### src/hw/rtl/log_record_deframer_crc32_defines.svh
// ---------------------------------------------------------------------------
// Assertion macros for the log record deframer
// Shared concurrent assertion forms, clocked on clk_i and quiet in reset.
// ---------------------------------------------------------------------------
`ifndef LOG_RECORD_DEFRAMER_CRC32_DEFINES_SVH
`define LOG_RECORD_DEFRAMER_CRC32_DEFINES_SVH

// Same-cycle implication.
`define LRD_ASSERT_NOW(lbl, ante, cons, msg) \
  lbl: assert property (@(posedge clk_i) disable iff (!rst_ni) (ante) |-> (cons)) \
    else $error(msg);

// Next-cycle implication.
`define LRD_ASSERT_NEXT(lbl, ante, cons, msg) \
  lbl: assert property (@(posedge clk_i) disable iff (!rst_ni) (ante) |=> (cons)) \
    else $error(msg);

`endif

### src/hw/rtl/lrd_pkg.sv
// ---------------------------------------------------------------------------
// Log record deframer package
// Record phases, stop codes, framing constants and the CRC-32 byte update.
// ---------------------------------------------------------------------------
package lrd_pkg;

  localparam logic [7:0]  MarkerByte = 8'hAB;
  localparam logic [31:0] CrcPoly    = 32'hEDB88320;
  localparam logic [31:0] CrcOnes    = 32'hFFFFFFFF;

  typedef enum logic [12:0] {
    PH_MARK = 13'b0000000000001,
    PH_KLO  = 13'b0000000000010,
    PH_KHI  = 13'b0000000000100,
    PH_KEY  = 13'b0000000001000,
    PH_V0   = 13'b0000000010000,
    PH_V1   = 13'b0000000100000,
    PH_V2   = 13'b0000001000000,
    PH_V3   = 13'b0000010000000,
    PH_VAL  = 13'b0000100000000,
    PH_C0   = 13'b0001000000000,
    PH_C1   = 13'b0010000000000,
    PH_C2   = 13'b0100000000000,
    PH_C3   = 13'b1000000000000
  } phase_e;

  typedef enum logic [1:0] {
    STOP_NONE   = 2'd0,
    STOP_MARKER = 2'd1,
    STOP_CRC    = 2'd2,
    STOP_TRUNC  = 2'd3
  } stop_code_e;

  // Reflected CRC-32 update by one byte, bit by bit.
  function automatic logic [31:0] crc32_byte(input logic [31:0] crc, input logic [7:0] b);
    logic [31:0] c;
    c = crc ^ {24'd0, b};
    for (int j = 0; j < 8; j++) begin
      c = (c >> 1) ^ (c[0] ? CrcPoly : 32'd0);
    end
    return c;
  endfunction

endpackage

### src/hw/rtl/lrd_in_if.sv
// ---------------------------------------------------------------------------
// Log byte channel
// Valid/ready channel carrying one log byte and its end-of-log flag.
// ---------------------------------------------------------------------------
interface lrd_in_if;
  logic       valid;
  logic       ready;
  logic [7:0] log_byte;
  logic       end_of_log;

  modport source (output valid, output log_byte, output end_of_log, input ready);
  modport sink   (input valid, input log_byte, input end_of_log, output ready);
endinterface

### src/hw/rtl/lrd_out_if.sv
// ---------------------------------------------------------------------------
// Deframer result channel
// Valid/ready channel carrying payload bytes and record status.
// ---------------------------------------------------------------------------
interface lrd_out_if;
  logic       valid;
  logic       ready;
  logic [7:0] payload_byte;
  logic       payload_valid;
  logic       is_value;
  logic       record_done;
  logic [1:0] stop_code;
  logic       halted;

  modport source (output valid, output payload_byte, output payload_valid,
                  output is_value, output record_done, output stop_code,
                  output halted, input ready);
  modport sink   (input valid, input payload_byte, input payload_valid,
                  input is_value, input record_done, input stop_code,
                  input halted, output ready);
endinterface

### src/hw/rtl/log_record_deframer_crc32.sv
// A result is registered onto out_o in the cycle after its log byte is accepted.
// One log byte per cycle while out_o is not stalled; the byte-wide CRC-32 update and the
// length counter settle combinationally between the state and result registers.
// Reset clears the phase to expect a marker, the CRC to all ones, the counters,
// the stop flag and the result valid; after a stop, bytes are taken and dropped.
// ---------------------------------------------------------------------------
// Log record deframer with CRC-32 check
// Parses marker, lengths, key, value and CRC of each record and reports
// payload bytes and record status on a registered result channel.
// ---------------------------------------------------------------------------
`include "log_record_deframer_crc32_defines.svh"

module log_record_deframer_crc32
  import lrd_pkg::*;
(
  input  logic      clk_i,
  input  logic      rst_ni,
  lrd_in_if.sink    in_i,
  lrd_out_if.source out_o
);

  phase_e      phase_q, phase_d;
  logic [31:0] count_q, count_d;
  logic [31:0] crc_q, crc_d;
  logic [31:0] stored_q, stored_d;
  logic        stopped_q;

  logic        out_valid_q;
  logic [7:0]  pb_q;
  logic        pv_q, iv_q, done_q;
  stop_code_e  code_q;

  logic        in_fire;
  logic [7:0]  b;
  logic [31:0] crc_upd;
  logic [31:0] cnt_dec;
  logic [31:0] crc_full;
  logic [7:0]  pb;
  logic        pv, iv, done;
  stop_code_e  code;
  logic        res_valid;

  assign in_i.ready = !out_valid_q || out_o.ready;
  assign in_fire    = in_i.valid && in_i.ready;
  assign b          = in_i.log_byte;
  assign crc_upd    = crc32_byte(crc_q, b);
  assign cnt_dec    = count_q - 32'd1;
  assign crc_full   = {b, stored_q[23:0]};

  always_comb begin
    phase_d  = phase_q;
    count_d  = count_q;
    crc_d    = crc_q;
    stored_d = stored_q;
    pb       = 8'd0;
    pv       = 1'b0;
    iv       = 1'b0;
    done     = 1'b0;
    code     = STOP_NONE;
    case (phase_q)
      PH_KLO: begin
        crc_d   = crc_upd;
        count_d = {24'd0, b};
        phase_d = PH_KHI;
      end
      PH_KHI: begin
        crc_d   = crc_upd;
        count_d = {16'd0, b, count_q[7:0]};
        phase_d = ({b, count_q[7:0]} != 16'd0) ? PH_KEY : PH_V0;
      end
      PH_KEY: begin
        crc_d   = crc_upd;
        pb      = b;
        pv      = 1'b1;
        count_d = cnt_dec;
        if (cnt_dec == 32'd0) begin
          phase_d = PH_V0;
        end
      end
      PH_V0: begin
        crc_d   = crc_upd;
        count_d = {24'd0, b};
        phase_d = PH_V1;
      end
      PH_V1: begin
        crc_d   = crc_upd;
        count_d = {16'd0, b, count_q[7:0]};
        phase_d = PH_V2;
      end
      PH_V2: begin
        crc_d   = crc_upd;
        count_d = {8'd0, b, count_q[15:0]};
        phase_d = PH_V3;
      end
      PH_V3: begin
        crc_d   = crc_upd;
        count_d = {b, count_q[23:0]};
        phase_d = ({b, count_q[23:0]} != 32'd0) ? PH_VAL : PH_C0;
      end
      PH_VAL: begin
        crc_d   = crc_upd;
        pb      = b;
        pv      = 1'b1;
        iv      = 1'b1;
        count_d = cnt_dec;
        if (cnt_dec == 32'd0) begin
          phase_d = PH_C0;
        end
      end
      PH_C0: begin
        stored_d = {24'd0, b};
        phase_d  = PH_C1;
      end
      PH_C1: begin
        stored_d = {16'd0, b, stored_q[7:0]};
        phase_d  = PH_C2;
      end
      PH_C2: begin
        stored_d = {8'd0, b, stored_q[15:0]};
        phase_d  = PH_C3;
      end
      PH_C3: begin
        stored_d = crc_full;
        done     = 1'b1;
        if ((crc_q ^ CrcOnes) != crc_full) begin
          code = STOP_CRC;
        end
        phase_d = PH_MARK;
      end
      default: begin
        // Expecting a marker; any other phase code is handled the same way.
        phase_d = PH_MARK;
        if (b != MarkerByte) begin
          code = STOP_MARKER;
        end else begin
          crc_d    = CrcOnes;
          count_d  = 32'd0;
          stored_d = 32'd0;
          phase_d  = PH_KLO;
        end
      end
    endcase
    if (code == STOP_NONE && in_i.end_of_log && phase_d != PH_MARK) begin
      code = STOP_TRUNC;
    end
  end

  assign res_valid = !stopped_q && (pv || done || code != STOP_NONE);

  always_ff @(posedge clk_i or negedge rst_ni) begin
    if (!rst_ni) begin
      phase_q   <= PH_MARK;
      count_q   <= 32'd0;
      crc_q     <= CrcOnes;
      stored_q  <= 32'd0;
      stopped_q <= 1'b0;
    end else if (in_fire && !stopped_q) begin
      phase_q   <= phase_d;
      count_q   <= count_d;
      crc_q     <= crc_d;
      stored_q  <= stored_d;
      stopped_q <= (code != STOP_NONE);
    end
  end

  always_ff @(posedge clk_i or negedge rst_ni) begin
    if (!rst_ni) begin
      out_valid_q <= 1'b0;
    end else if (in_fire) begin
      out_valid_q <= res_valid;
    end else if (out_o.ready) begin
      out_valid_q <= 1'b0;
    end
  end

  always_ff @(posedge clk_i) begin
    if (in_fire) begin
      pb_q   <= pb;
      pv_q   <= pv;
      iv_q   <= iv;
      done_q <= done;
      code_q <= code;
    end
  end

  assign out_o.valid         = out_valid_q;
  assign out_o.payload_byte  = pb_q;
  assign out_o.payload_valid = pv_q;
  assign out_o.is_value      = iv_q;
  assign out_o.record_done   = done_q;
  assign out_o.stop_code     = code_q;
  assign out_o.halted        = (code_q != STOP_NONE);

  `LRD_ASSERT_NOW(a_phase_onehot, 1'b1, $onehot(phase_q), "Phase register is not one-hot.")
  `LRD_ASSERT_NOW(a_no_result_when_stopped, stopped_q, !res_valid, "Result produced after stop.")
  `LRD_ASSERT_NEXT(a_stop_latches, in_fire && res_valid && code != STOP_NONE, stopped_q,
    "Stop did not latch.")
  `LRD_ASSERT_NEXT(a_done_to_marker, in_fire && res_valid && done, phase_q == PH_MARK,
    "Record end did not return to marker phase.")
  `LRD_ASSERT_NEXT(a_key_end_to_vlen,
    in_fire && !stopped_q && phase_q == PH_KEY && count_q == 32'd1,
    phase_q == PH_V0, "Key end did not move to value length.")

endmodule
### src/flat_wrapper.sv
// flat-port wrapper written by rule: the top's interface ports become plain ports
module log_record_deframer_crc32_flat import lrd_pkg::*;
  (clk_i, rst_ni, in_i_valid, in_i_log_byte, in_i_end_of_log, in_i_ready, out_o_valid, out_o_payload_byte, out_o_payload_valid, out_o_is_value, out_o_record_done, out_o_stop_code, out_o_halted, out_o_ready);
  lrd_in_if in_i_i ();
  lrd_out_if out_o_i ();
  input  logic clk_i;
  input  logic rst_ni;
  input wire logic [$bits(in_i_i.valid)-1:0] in_i_valid;
  input wire logic [$bits(in_i_i.log_byte)-1:0] in_i_log_byte;
  input wire logic [$bits(in_i_i.end_of_log)-1:0] in_i_end_of_log;
  output wire logic [$bits(in_i_i.ready)-1:0] in_i_ready;
  output wire logic [$bits(out_o_i.valid)-1:0] out_o_valid;
  output wire logic [$bits(out_o_i.payload_byte)-1:0] out_o_payload_byte;
  output wire logic [$bits(out_o_i.payload_valid)-1:0] out_o_payload_valid;
  output wire logic [$bits(out_o_i.is_value)-1:0] out_o_is_value;
  output wire logic [$bits(out_o_i.record_done)-1:0] out_o_record_done;
  output wire logic [$bits(out_o_i.stop_code)-1:0] out_o_stop_code;
  output wire logic [$bits(out_o_i.halted)-1:0] out_o_halted;
  input wire logic [$bits(out_o_i.ready)-1:0] out_o_ready;
  assign in_i_i.valid = in_i_valid;
  assign in_i_i.log_byte = in_i_log_byte;
  assign in_i_i.end_of_log = in_i_end_of_log;
  assign in_i_ready = in_i_i.ready;
  assign out_o_valid = out_o_i.valid;
  assign out_o_payload_byte = out_o_i.payload_byte;
  assign out_o_payload_valid = out_o_i.payload_valid;
  assign out_o_is_value = out_o_i.is_value;
  assign out_o_record_done = out_o_i.record_done;
  assign out_o_stop_code = out_o_i.stop_code;
  assign out_o_halted = out_o_i.halted;
  assign out_o_i.ready = out_o_ready;
  log_record_deframer_crc32 u_core (.clk_i(clk_i), .rst_ni(rst_ni), .in_i(in_i_i), .out_o(out_o_i));
endmodule
### config.mk
export PLATFORM = sky130hd
export DESIGN_NAME = log_record_deframer_crc32_flat
export DESIGN_NICKNAME = d
export VERILOG_FILES = /design/src/hw/rtl/lrd_pkg.sv /design/src/hw/rtl/lrd_in_if.sv /design/src/hw/rtl/lrd_out_if.sv /design/src/hw/rtl/log_record_deframer_crc32.sv /design/src/flat_wrapper.sv
export VERILOG_INCLUDE_DIRS = /design/src /design/src/hw/rtl
export SDC_FILE = /design/constraint.sdc
export NUM_CORES = 1
export LEC_CHECK = 0
export BUFFER_PORTS_ARGS = -buffer_cell sky130_fd_sc_hd__buf_2
export CAP_MARGIN = 20
export CORE_UTILIZATION = 60
export DETAILED_ROUTE_END_ITERATION = 8
export PLACE_DENSITY = 0.85
export SLEW_MARGIN = 5
export SYNTH_ARGS = -nofsm -noshare
export SYNTH_HDL_FRONTEND = slang
export SYNTH_SLANG_ARGS = --single-unit
### constraint.sdc
create_clock -name clk_i -period 3.55 [get_ports clk_i]
set_input_delay 0 -clock clk_i [delete_from_list [all_inputs] [get_ports clk_i]]
set_output_delay 0 -clock clk_i [all_outputs]
set_load 0.01 [all_outputs]
==> metrics.md, run 1 <==
| Metric | Value |
|---|---|
| Status | `finished, final reports clean` |
| Max clock buf depth | `2` |
| Sequential Power Share | `37.8%` |
| CP required | `just under 4000 ps` |
| Largest family of logic cells by synthesized area | `simple AND/OR/NAND/NOR gates` |
| Final nets | `810` |
| Placer Congestion | `between 0.9 and 1` |
| #FFs+latches synth | `~120` |
| Synth Instances | `between 700 and 800` |
| Crit path depth | `7` |
| H-tree levels | `4` |
| Combinational Power Share | `24.7%` |
| Register area share after synthesis | `40.3%` |
| Synth Area in Adders | `less than 1%` |
| Cell Area, Synth | `7460 um^2` |
| XOR/XNOR share of the synthesized area | `13.4%` |
| Peak supply drop | `between 0.4 and 0.5 mV` |
| Hold WC Path Type | `in -> reg` |
| Number of diodes | `0` |
| Vias in the first global route | `roughly 6600` |
| Yosys top cell area share | `between 20% and 30%` |
| Final setup viols | `0` |
| Syn nets | `approximately 800` |
| Io pins | `29` |
| Startpoint Class | `flip-flop` |
| Synth cell types | `75` |
| Initial DRC count | `roughly 730` |
| Clk Latency, worst-skew pair | `approximately 430 ps` |
| Overall routing resource usage | `between 30% and 40%` |
| Area Overhead vs Synth | `11.4%` |
| Switching share of power | `roughly a third` |
| Initial core utilization | `approximately 62%` |
| Final core occ | `between 60% and 70%` |
| Slowest cell on the critical path | `o32ai_2` |
| R2R Path End | `u_core.crc_q[25]$_DFFE_PN1P_` |
| DRC viols | `0` |
| Routed via count | `a little under 7000` |
| Inserted Clock Buffers | `17` |
| Slew margin rel. | `between 30 and 40%` |
| WL/cell | `around 23 um` |
| Mux cell area share after synthesis | `roughly 2.4%` |
| Setup TNS | `0 ps` |
| R2R setup slack | `380 ps` |
| Kind of critical path | `reg -> reg` |
| MaxCap Viol Count | `0` |
| Worst-margin pin slew | `about 940 ps` |
| GRT overflow | `0` |
| Cell area power density | `a little over 500 nW/um^2` |
| Reg2reg path depth | `7` |
| Design area | `about 8300 um^2` |
| Die Width | `113 um` |
| Initial antenna violation count | `0` |
| DP Area | `between 7000 and 8000 um^2` |
| Clock root cell | `clkbuf_16` |
| Largest net degree at the start of global routing | `between 70 and 80` |
| Clock Pin Slew Worst Setup and Hold Paths | `around 50 ps` |
| RSZ-0062 raised after global routing | `no` |
| Detail Route Antenna Nets | `0` |
| End of the critical path | `u_core.crc_q[25]$_DFFE_PN1P_` |
| Die Height | `113 um` |
| Synth Flop Type | `dfrtp_1` |
| Top-count cell post-synth | `dfrtp_1` |
| CP Launch Point | `u_core.phase_q[2]$_DFFE_PN0P_` |
| Synth Area in Compound Gates | `18.9%` |
| Hold path startpoint | `in_i_log_byte[6]` |
| Final std cells w/o fill | `~1000` |
| # fillers | `911` |
| Crit path max-delay family | `compound AO/OA/AOI/OAI gates` |
| Leak pwr | `about 3.4 nW` |
| Syn Area/Cell | `~9.5 um^2` |
| TritonCTS clock tree | `done` |
| Clock share of power | `37.5%` |
| Commonest cells post-synth | `dfrtp_1 (70), xnor2_1 (59), nor2_1 (56), xor2_1 (55), nand2_1 (42)` |
| Crit Reg-Reg Startpoint | `u_core.phase_q[2]$_DFFE_PN0P_` |
| Post CTS Setup Buffer Count | `0` |
| Pre-antenna DRT Iters | `7` |
| Post-DP HPWL | `roughly 15000 um` |
| Ys Warns | `0` |
| CP cell instances | `nor3_2 > nand4_1 > o32ai_2 > nor2_1 > a21oi_4 > buf_4 > a2bb2oi_1` |
| Row count | `40` |
| CP endpoint kind | `flip-flop` |
| Critical path fanouts, max | `16` |
| Top cells by area, synth | `dfrtp_1 (23%), dfstp_2 (12%), xnor2_1 (6.9%), xor2_1 (6.5%), edfxtp_1 (5.2%)` |
| # clock sinks | `between 100 and 150` |
| Area leader, netlist | `dfrtp_1` |
| First-pass GRT wire length | `35500 um` |
| Ys async rst share | `around nine tenths` |
| PortBufs | `28` |
| Min Clock Period, post-route | `around 3200 ps` |
| Part of the cycle the worst path needs | `89.2%` |
| Final Routed Wirelength | `approximately 22000 um` |
| Pins Over Slew Limit | `0` |
| Hold Violations, Final | `0` |
| Vias per cell | `~7` |
| Worst Path Arrival | `roughly 3500 ps` |
| Max stage delay on crit path | `between 600 and 700 ps` |
| EDFF count, synth | `13` |
| Net switching component of the power | `around 1.4 mW` |
| Die ar. | `12900 um^2` |
| Highest clock rate | `316 MHz` |
| Fin Clk Skew | `between 6 and 7 ps` |
| Dpl cells | `roughly 940` |
| Simple-gate area share of the yosys netlist | `about a fifth` |
| Core Box Area | `about 12000 um^2` |
| WP buf/inv | `1` |
| Ratio of cells with drive above 1 in the final layout | `17.5%` |
| Int Power | `roughly 2.8 mW` |
## cell type report
cell class / instances / area [um^2] / share of cell area, %
Multi-Input combinational cell: 580 / 4090 / 49.3
Clock buffer: 21 / 470 / 5.66
Tap cell: 168 / 210 / 2.53
Timing Repair Buffer: 49 / 330 / 3.98
Sequential cell: 116 / 3010 / 36.2
Clock inverter: 11 / 76.3 / 0.919
Inverter: 31 / 116 / 1.40
## layout by cell type (no fill, tap or decap), types with 4 or more instances in the layout
master,netlist,layout
a32oi_1,9,9
a21o_1,4,4
nand3_1,8,8
buf_2,22,27
nor3_1,27,27
dfstp_2,33,33
inv_1,30,30
nor4_2,5,5
mux2_2,4,4
a21oi_1,25,25
o22ai_1,7,7
xnor2_1,59,59
nand2b_1,5,5
a2bb2oi_1,19,19
o21ai_0,28,28
nand4_1,21,21
o22a_1,9,9
buf_4,2,17
or4_1,10,10
or2_2,6,6
clkbuf_16,0,17
nor2_1,56,56
o41ai_1,20,20
o31ai_1,7,7
nor4_1,24,24
edfxtp_1,13,13
a22oi_1,6,6
or3_1,18,18
nand2_1,42,42
clkinv_2,0,4
dlygate4sd3_1,0,4
a22o_1,17,17
dfrtp_1,70,70
and2_1,12,12
xor2_1,55,55
mux2i_1,12,12
## power groups by stage
stage	Clock, mW	Combinational, mW	Sequential, mW
after detailed placement	0	1.00	1.61
after global routing	1.63	1.12	1.60
after CTS	1.58	1.02	1.59
after global placement	0	0.974	1.60
final	1.58	1.04	1.59
after floorplan	0	0.794	1.55
## kinds of logic (layout without fill, tap and decap cells)
group,after synthesis,in the layout
adders and majority gates,2,2
DFF,116,116
AOI/OAI and AO/OA,187,187
buffers and inverters,85,112
xor gates and xnor gates,114,114
muxes,17,17
and+or+nand+nor,260,260
## stage by stage
step / setup WS (ps) / total power, mW / hold slack, ps
finish: 382 / 4.22 / 12.2
detailed placement: 473 / 2.61 / 228
global route: 144 / 4.36 / 18.8
global placement: 539 / 2.58 / 210
floorplan: 1080 / 2.35 / -296
CTS: 437 / 4.19 / 0.882
## worst min path at each step
stage          cells past startpoint                         endpoint
2_1_floorplan                      0    u_core.count_q[0]$_DFFE_PN0P_
3_3_place_gp                       1    u_core.phase_q[2]$_DFFE_PN0P_
3_5_place_dp                       1    u_core.phase_q[4]$_DFFE_PN0P_
4_1_cts                            3  u_core.stored_q[17]$_DFFE_PN0P_
5_1_grt                            3  u_core.stored_q[18]$_DFFE_PN0P_
6_report                           3  u_core.stored_q[22]$_DFFE_PN0P_
## repair_timing
item,4_1_cts,5_1_grt
gates resized for setup,0,0
hold buffers,3,1
endpoints found under the hold margin,73,10
## tightest hold or removal path: stages
cell and delay, ps:
buf_2 220, nand2_1 100, mux2i_1 70
## state kept, by name (all words and copies together), names as in the netlist, 2 cells and up
register and flops:
u_core.phase_q 13, u_core.out_o.stop_code 2, u_core.out_o.payload_byte 8, u_core.stored_q 24, u_core.crc_q 32, u_core.count_q 32
## metal layers
layer  vias up  global-route usage, %  share of wire (%)
li1       2930                      -                  -
met1      3227                   45.9                 39
met2       460                   57.2                 46
met3       106                   7.97                9.2
met4         0                   22.5                5.8
met5         -                      0                  0
Note: power is estimated with default switching activity, not from simulation.
==> run 2: changes to the inputs <==
Settings changed: BUFFER_PORTS_ARGS -buffer_cell sky130_fd_sc_hd__buf_2 to -buffer_cell sky130_fd_sc_hd__clkbuf_2, PLACE_DENSITY 0.85 to 0.78, SKIP_LAST_GASP from default to 1.
==> run 2 against run 1 <==
Against the previous run:
- setup slack better by 92 ps
- global-route usage grew 0.15 points
- sequential cell count unchanged
- utilization rose by 0.57 points
- total power increased by 2.1%
- combinational power barely moved
- non-clock buffer count up 4
- clock power rose by 7%
- die area did not move
==> metrics.md, run 2 (same netlist as run 1, synthesis figures left out) <==
| Metric | Value |
|---|---|
| Status | `finished, final reports clean` |
| Pins Over Slew Limit | `0 (unchanged)` |
| MaxCap Viol Count | `0 (unchanged)` |
| Part of the cycle the worst path needs | `86.7% (-2.6 points)` |
| TritonCTS clock tree | `done` |
| Vias in the first global route | `6501 (-1.9%)` |
| Hold Violations, Final | `0 (unchanged)` |
| First-pass GRT wire length | `35300 um (-0.43%)` |
| Max clock buf depth | `2 (unchanged)` |
| Worst-margin pin slew | `1190 ps (+251 ps)` |
| R2R setup slack | `470 ps (+90 ps)` |
| Final std cells w/o fill | `980 (+0.41%)` |
| Inserted Clock Buffers | `17 (unchanged)` |
| Initial core utilization | `61.8% (unchanged)` |
| Switching share of power | `30.9% (-1.7 points)` |
| Largest regs | `u_core.count_q: 32 flops, u_core.crc_q: 32 flops, u_core.stored_q: 24 flops` |
| Critical path fanouts, max | `19 (+3)` |
| Clock root cell | `clkbuf_16` |
| Peak supply drop | `0.403 mV (-8.0%)` |
| Kind of critical path | `reg -> reg` |
| Leak pwr | `3.43 nW (+1.2%)` |
| Routed via count | `6747 (+0.36%)` |
| Post-DP HPWL | `15500 um (-0.23%)` |
| Final nets | `814 (+0.49%)` |
| Cell area power density | `515 nW/um^2 (+1.3%)` |
| DRC viols | `0 (unchanged)` |
| Pre-antenna DRT Iters | `6 (-1)` |
| R2R Path End | `u_core.count_q[15]$_DFFE_PN0P_` |
| Final setup viols | `0 (unchanged)` |
| Clk Latency, worst-skew pair | `430 ps (about the same)` |
| Area Overhead vs Synth | `12.3%` |
| Placer Congestion | `1.01 (+5.4%)` |
| Overall routing resource usage | `36.5% (+0.15 points)` |
| Post CTS Setup Buffer Count | `0 (unchanged)` |
| CP Launch Point | `u_core.phase_q[4]$_DFFE_PN0P_` |
| Fin Clk Skew | `7.88 ps (+1.01 ps)` |
| Combinational Power Share | `23.8% (-0.9 points)` |
| Cts hold-fix bufs | `3 (unchanged)` |
| Startpoint Class | `flip-flop` |
| H-tree levels | `4 (unchanged)` |
| Vias per cell | `6.88 (about the same)` |
| Int Power | `2.98 mW (+4.8%)` |
| Number of cells on the worst hold path | `4 (+1)` |
| Highest clock rate | `325 MHz (+3.0%)` |
| Detail Route Antenna Nets | `0 (unchanged)` |
| Io pins | `29 (unchanged)` |
| CP required | `3830 ps (-70 ps)` |
| Reg2reg path depth | `7 (unchanged)` |
| Die Width | `113 um (unchanged)` |
| Core Box Area | `12100 um^2 (unchanged)` |
| Die ar. | `12900 um^2 (unchanged)` |
| Largest net degree at the start of global routing | `85 (+7.6%)` |
| Commonest non-fill, non-tap cell in the layout | `dfrtp_1` |
| Die Height | `113 um (unchanged)` |
| Hold WC Path Type | `in -> reg` |
| # clock sinks | `116 (unchanged)` |
| Final Routed Wirelength | `22500 um (+0.41%)` |
| Most frequent cells in the layout | `dfrtp_1 (70), xnor2_1 (59), nor2_1 (56), xor2_1 (55), nand2_1 (42)` |
| Number of diodes | `0 (unchanged)` |
| Crit Reg-Reg Startpoint | `u_core.phase_q[4]$_DFFE_PN0P_` |
| CP endpoint kind | `flip-flop` |
| Slew margin rel. | `20.1% (-17 points)` |
| End of the worst hold path | `u_core.stored_q[20]$_DFFE_PN0P_` |
| Dpl cells | `943 (+0.43%)` |
| Initial DRC count | `817 (+11%)` |
| Clock Pin Slew Worst Setup and Hold Paths | `50 ps (about the same)` |
| Min Clock Period, post-route | `3080 ps (-91.8 ps)` |
| Sequential Power Share | `37.0% (-0.8 points)` |
| Initial antenna violation count | `0 (unchanged)` |
| RSZ-0062 raised after global routing | `no` |
| Ratio of cells with drive above 1 in the final layout | `17.6% (+0.16 points)` |
| Net switching component of the power | `1.33 mW (-3.3%)` |
| Hold path startpoint | `in_i_log_byte[4]` |
| Worst Path Arrival | `3360 ps (-150 ps)` |
| PortBufs | `28 (unchanged)` |
| Design Power | `4.31 mW (+2.1%)` |
| Row count | `40 (unchanged)` |
| WL/cell | `22.9 um (about the same)` |
| Post-cts repair resize count | `0 (unchanged)` |
| Setup TNS | `0 ps (unchanged)` |
| Clock share of power | `39.2% (+1.7 points)` |
| GRT overflow | `0 (unchanged)` |
## run 2: cell count changes in the layout (fill, tap and decap cells not counted), moves of 2 or more
cell and delta:
buf_4 +4, clkbuf_1 +2, clkbuf_2 +27, inv_6 -2, buf_2 -27, clkbuf_16 +2
## run 2: critical path, cell delays in order, from the launching register on
cell	delay, ps
dfrtp_1	520
or4_1	570
or3_1	380
o21ai_1	320
or2_2	360
buf_4	330
or3_1	300
o21ai_0	150
## run 2: power groups by stage
| stage | sequential (mW) | combinational, mW | clock (mW) |
|---|---|---|---|
| after floorplan | 1.55 | 0.794 | 0 |
| after global placement | 1.61 | 0.972 | 0 |
| after detailed placement | 1.61 | 0.996 | 0 |
| after CTS | 1.59 | 1.01 | 1.70 |
| after global routing | 1.60 | 1.11 | 1.75 |
| final | 1.59 | 1.03 | 1.69 |
## run 2: through the flow
step / hold WS, ps / cell area [um^2] / util [%] / setup slack (ps)
4_1_cts: 21.5 / 8340 / 69.1 / 562
6_report: 51.4 / 8370 / 69.4 / 474
2_1_floorplan: -296 / 7460 / - / 1080
5_1_grt: 50.3 / 8370 / 69.4 / 317
3_5_place_dp: 247 / 7720 / 64.0 / 584
3_3_place_gp: 237 / 7720 / 64.0 / 635
## run 2: metal layers
metal,wire [um],global-route usage (%)
met1,8470,44.3
met3,2100,8.93
met4,1470,23.9
met2,10400,58.2
met5,0,0
## run 2: worst max path at each step
stage,endpoint,cells after the start,slack [ps]
6_report,u_core.count_q[15]$_DFFE_PN0P_,7,470
5_1_grt,u_core.count_q[15]$_DFFE_PN0P_,7,320
4_1_cts,u_core.count_q[15]$_DFFE_PN0P_,7,560
3_5_place_dp,u_core.count_q[15]$_DFFE_PN0P_,7,580
3_3_place_gp,u_core.count_q[14]$_DFFE_PN0P_,7,630
2_1_floorplan,u_core.phase_q[3]$_DFFE_PN0P_,9,1080
## run 2: final cells by class
class                           instances  area [um^2]
Tap cell                              168          210
Sequential cell                       116         3010
Fill cell                             857         3690
Timing Repair Buffer                   53          360
Inverter                               31          116
Clock buffer                           24          514
Clock inverter                          8         71.3
Multi-Input combinational cell        580         4090
==> run 3: changes to the inputs <==
Settings changed: BUFFER_PORTS_ARGS -buffer_cell sky130_fd_sc_hd__clkbuf_2 to default, DONT_BUFFER_PORTS from default to 1, PLACE_DENSITY 0.78 to 0.77.
==> run 3 against run 2 <==
Against the previous run:
- sequential cell count did not move
- routed wire length grew 2.6%
- highest routed layer unchanged
- clock skew about the same
- register-to-register slack worse by 30 ps
- global-route usage up 1.6 points
==> metrics.md, run 3 (same netlist as run 1, synthesis figures left out) <==
| Metric | Value |
|---|---|
| Inserted Clock Buffers | `17 (unchanged)` |
| Row count | `40 (unchanged)` |
| Min Clock Period, post-route | `3110 ps (+31.7 ps)` |
| Largest net degree at the start of global routing | `104 (+22%)` |
| Final core occ | `68.7% (-0.78 points)` |
| Sequential Power Share | `36.7% (-0.3 points)` |
| Number of diodes | `0 (unchanged)` |
| Leak pwr | `3.32 nW (-3.3%)` |
| Ratio of cells with drive above 1 in the final layout | `14.2% (-3.4 points)` |
| Status | `finished, final reports clean` |
| Clock root cell | `clkbuf_16` |
| H-tree levels | `4 (unchanged)` |
| DRC viols | `0 (unchanged)` |
| Pre-antenna DRT Iters | `5 (-1)` |
| CP endpoint kind | `flip-flop` |
| Worst-margin pin slew | `1040 ps (-152 ps)` |
| Post CTS Setup Buffer Count | `0 (unchanged)` |
| Post-cts repair resize count | `0 (unchanged)` |
| Max clock buf depth | `2 (unchanged)` |
| Vias per cell | `6.93 (+0.72%)` |
| Int Power | `3.01 mW (+1.1%)` |
| Part of the cycle the worst path needs | `87.5% (+0.89 points)` |
| Cts hold-fix bufs | `11 (+8)` |
| Die ar. | `12900 um^2 (unchanged)` |
| Final Routed Wirelength | `23100 um (+2.6%)` |
| Vias in the first global route | `6312 (-2.9%)` |
| GRT overflow | `0 (unchanged)` |
| Initial DRC count | `830 (+1.6%)` |
| Dpl cells | `911 (-3.4%)` |
| CP required | `3860 ps (+30 ps)` |
| Area Overhead vs Synth | `11.0%` |
| Kind of critical path | `reg -> reg` |
| Clock Pin Slew Worst Setup and Hold Paths | `60 ps (about the same)` |
| Highest clock rate | `322 MHz (-1.0%)` |
| Fin Clk Skew | `7.98 ps (+0.108 ps)` |
| Critical path fanouts, max | `9 (-10)` |
| Largest regs | `u_core.count_q: 32 flops, u_core.crc_q: 32 flops, u_core.stored_q: 24 flops` |
| Die Height | `113 um (unchanged)` |
| Final setup viols | `0 (unchanged)` |
| Net switching component of the power | `1.35 mW (+1.4%)` |
| Routed via count | `6615 (-2.0%)` |
| Overall routing resource usage | `38.1% (+1.6 points)` |
| Combinational Power Share | `22.7% (-1.1 points)` |
| Switching share of power | `31.0% (+0.050 points)` |
| Clock share of power | `40.6% (+1.4 points)` |
| PortBufs | `0 (-100%)` |
| Worst Path Arrival | `3420 ps (+60 ps)` |
| MaxCap Viol Count | `0 (unchanged)` |
| Die Width | `113 um (unchanged)` |
| Pins Over Slew Limit | `0 (unchanged)` |
| RSZ-0062 raised after global routing | `no` |
| TritonCTS clock tree | `done` |
| Initial antenna violation count | `0 (unchanged)` |
| Detail Route Antenna Nets | `0 (unchanged)` |
| Post-DP HPWL | `15200 um (-2.0%)` |
| Hold WC Path Type | `in -> reg` |
| Placer Congestion | `0.893 (-12%)` |
| Clk Latency, worst-skew pair | `430 ps (about the same)` |
| Initial core utilization | `61.8% (unchanged)` |
| Commonest non-fill, non-tap cell in the layout | `dfrtp_1` |
| Setup TNS | `0 ps (unchanged)` |
| Final std cells w/o fill | `954 (-2.7%)` |
| Startpoint Class | `flip-flop` |
| Slew margin rel. | `30.3% (+10 points)` |
| Most frequent cells in the layout | `dfrtp_1 (70), xnor2_1 (59), nor2_1 (56), xor2_1 (55), nand2_1 (42)` |
| Core Box Area | `12100 um^2 (unchanged)` |
| Io pins | `29 (unchanged)` |
| Hold Violations, Final | `0 (unchanged)` |
| Peak supply drop | `0.434 mV (+7.6%)` |
| Final nets | `788 (-3.2%)` |
| First-pass GRT wire length | `36600 um (+3.7%)` |
| Design Power | `4.36 mW (+1.2%)` |
| Cell area power density | `527 nW/um^2 (+2.3%)` |
| # clock sinks | `116 (unchanged)` |
| WL/cell | `24.2 um (+5.4%)` |
-- run 3: cell count changes in the layout (fill, tap and decap cells not counted), sizes merged --
| cell | before | now |
|---|---|---|
| clkbuf | 51 | 20 |
| dlygate4sd3 | 4 | 10 |
| buf | 22 | 17 |
| bufinv | 1 | 3 |
| clkinvlp | 1 | 3 |
-- run 3: per-layer routing --
metal	track usage, %	part of all wire (%)	up-vias
li1	-	-	2880
met1	52.5	40	3239
met5	0	0	-
met4	20.5	4.4	0
met2	53.6	43	410
met3	11.8	12	86
-- run 3: worst max-delay path, stage by stage, from the launching register on --
cell and delay [ps]:
dfrtp_1 620, or4_1 210, or3_1 150, or2_1 260, inv_2 100, nor4_2 740, o211ai_1 530, a22o_1 380
-- run 3: worst paths after layout --
path,to,slack [ps],depth (start not counted),start
setup / recovery,u_core.stored_q[13]$_DFFE_PN0P_,440,7,u_core.phase_q[4]$_DFFE_PN0P_
hold / removal,u_core.out_o.valid$_DFFE_PN0P_,7,3,out_o_ready
setup reg to reg,u_core.stored_q[13]$_DFFE_PN0P_,440,7,u_core.phase_q[4]$_DFFE_PN0P_
hold reg to reg,u_core.stopped_q$_DFFE_PN0P_,480,1,u_core.stopped_q$_DFFE_PN0P_
max in group asynchronous,u_core.phase_q[0]$_DFFE_PN1P_,2970,2,rst_ni
min in group asynchronous,u_core.stored_q[18]$_DFFE_PN0P_,170,2,rst_ni
-- run 3: layout make-up --
class	instances	area, um^2
Multi-Input combinational cell	580	4090
Fill cell	951	3780
Sequential cell	116	3010
Clock buffer	20	447
Timing Repair Buffer	27	248
Tap cell	168	210
Clock inverter	12	158
Inverter	31	116
-- run 3: through the flow --
step,instance area (um^2),setup slack [ps],hold slack [ps]
5_1_grt,8280,257,38.8
2_1_floorplan,7460,1080,-296
4_1_cts,8280,531,15.2
3_3_place_gp,7550,560,-292
6_report,8280,442,7.35
3_5_place_dp,7550,552,-292
-- run 3: power by group through the flow --
stage | clock [mW] | sequential, mW | combinational [mW]
global route | 1.83 | 1.61 | 1.08
global placement | 0 | 1.61 | 0.896
CTS | 1.78 | 1.59 | 0.976
detailed placement | 0 | 1.61 | 0.907
floorplan | 0 | 1.55 | 0.794
finish | 1.77 | 1.60 | 0.989
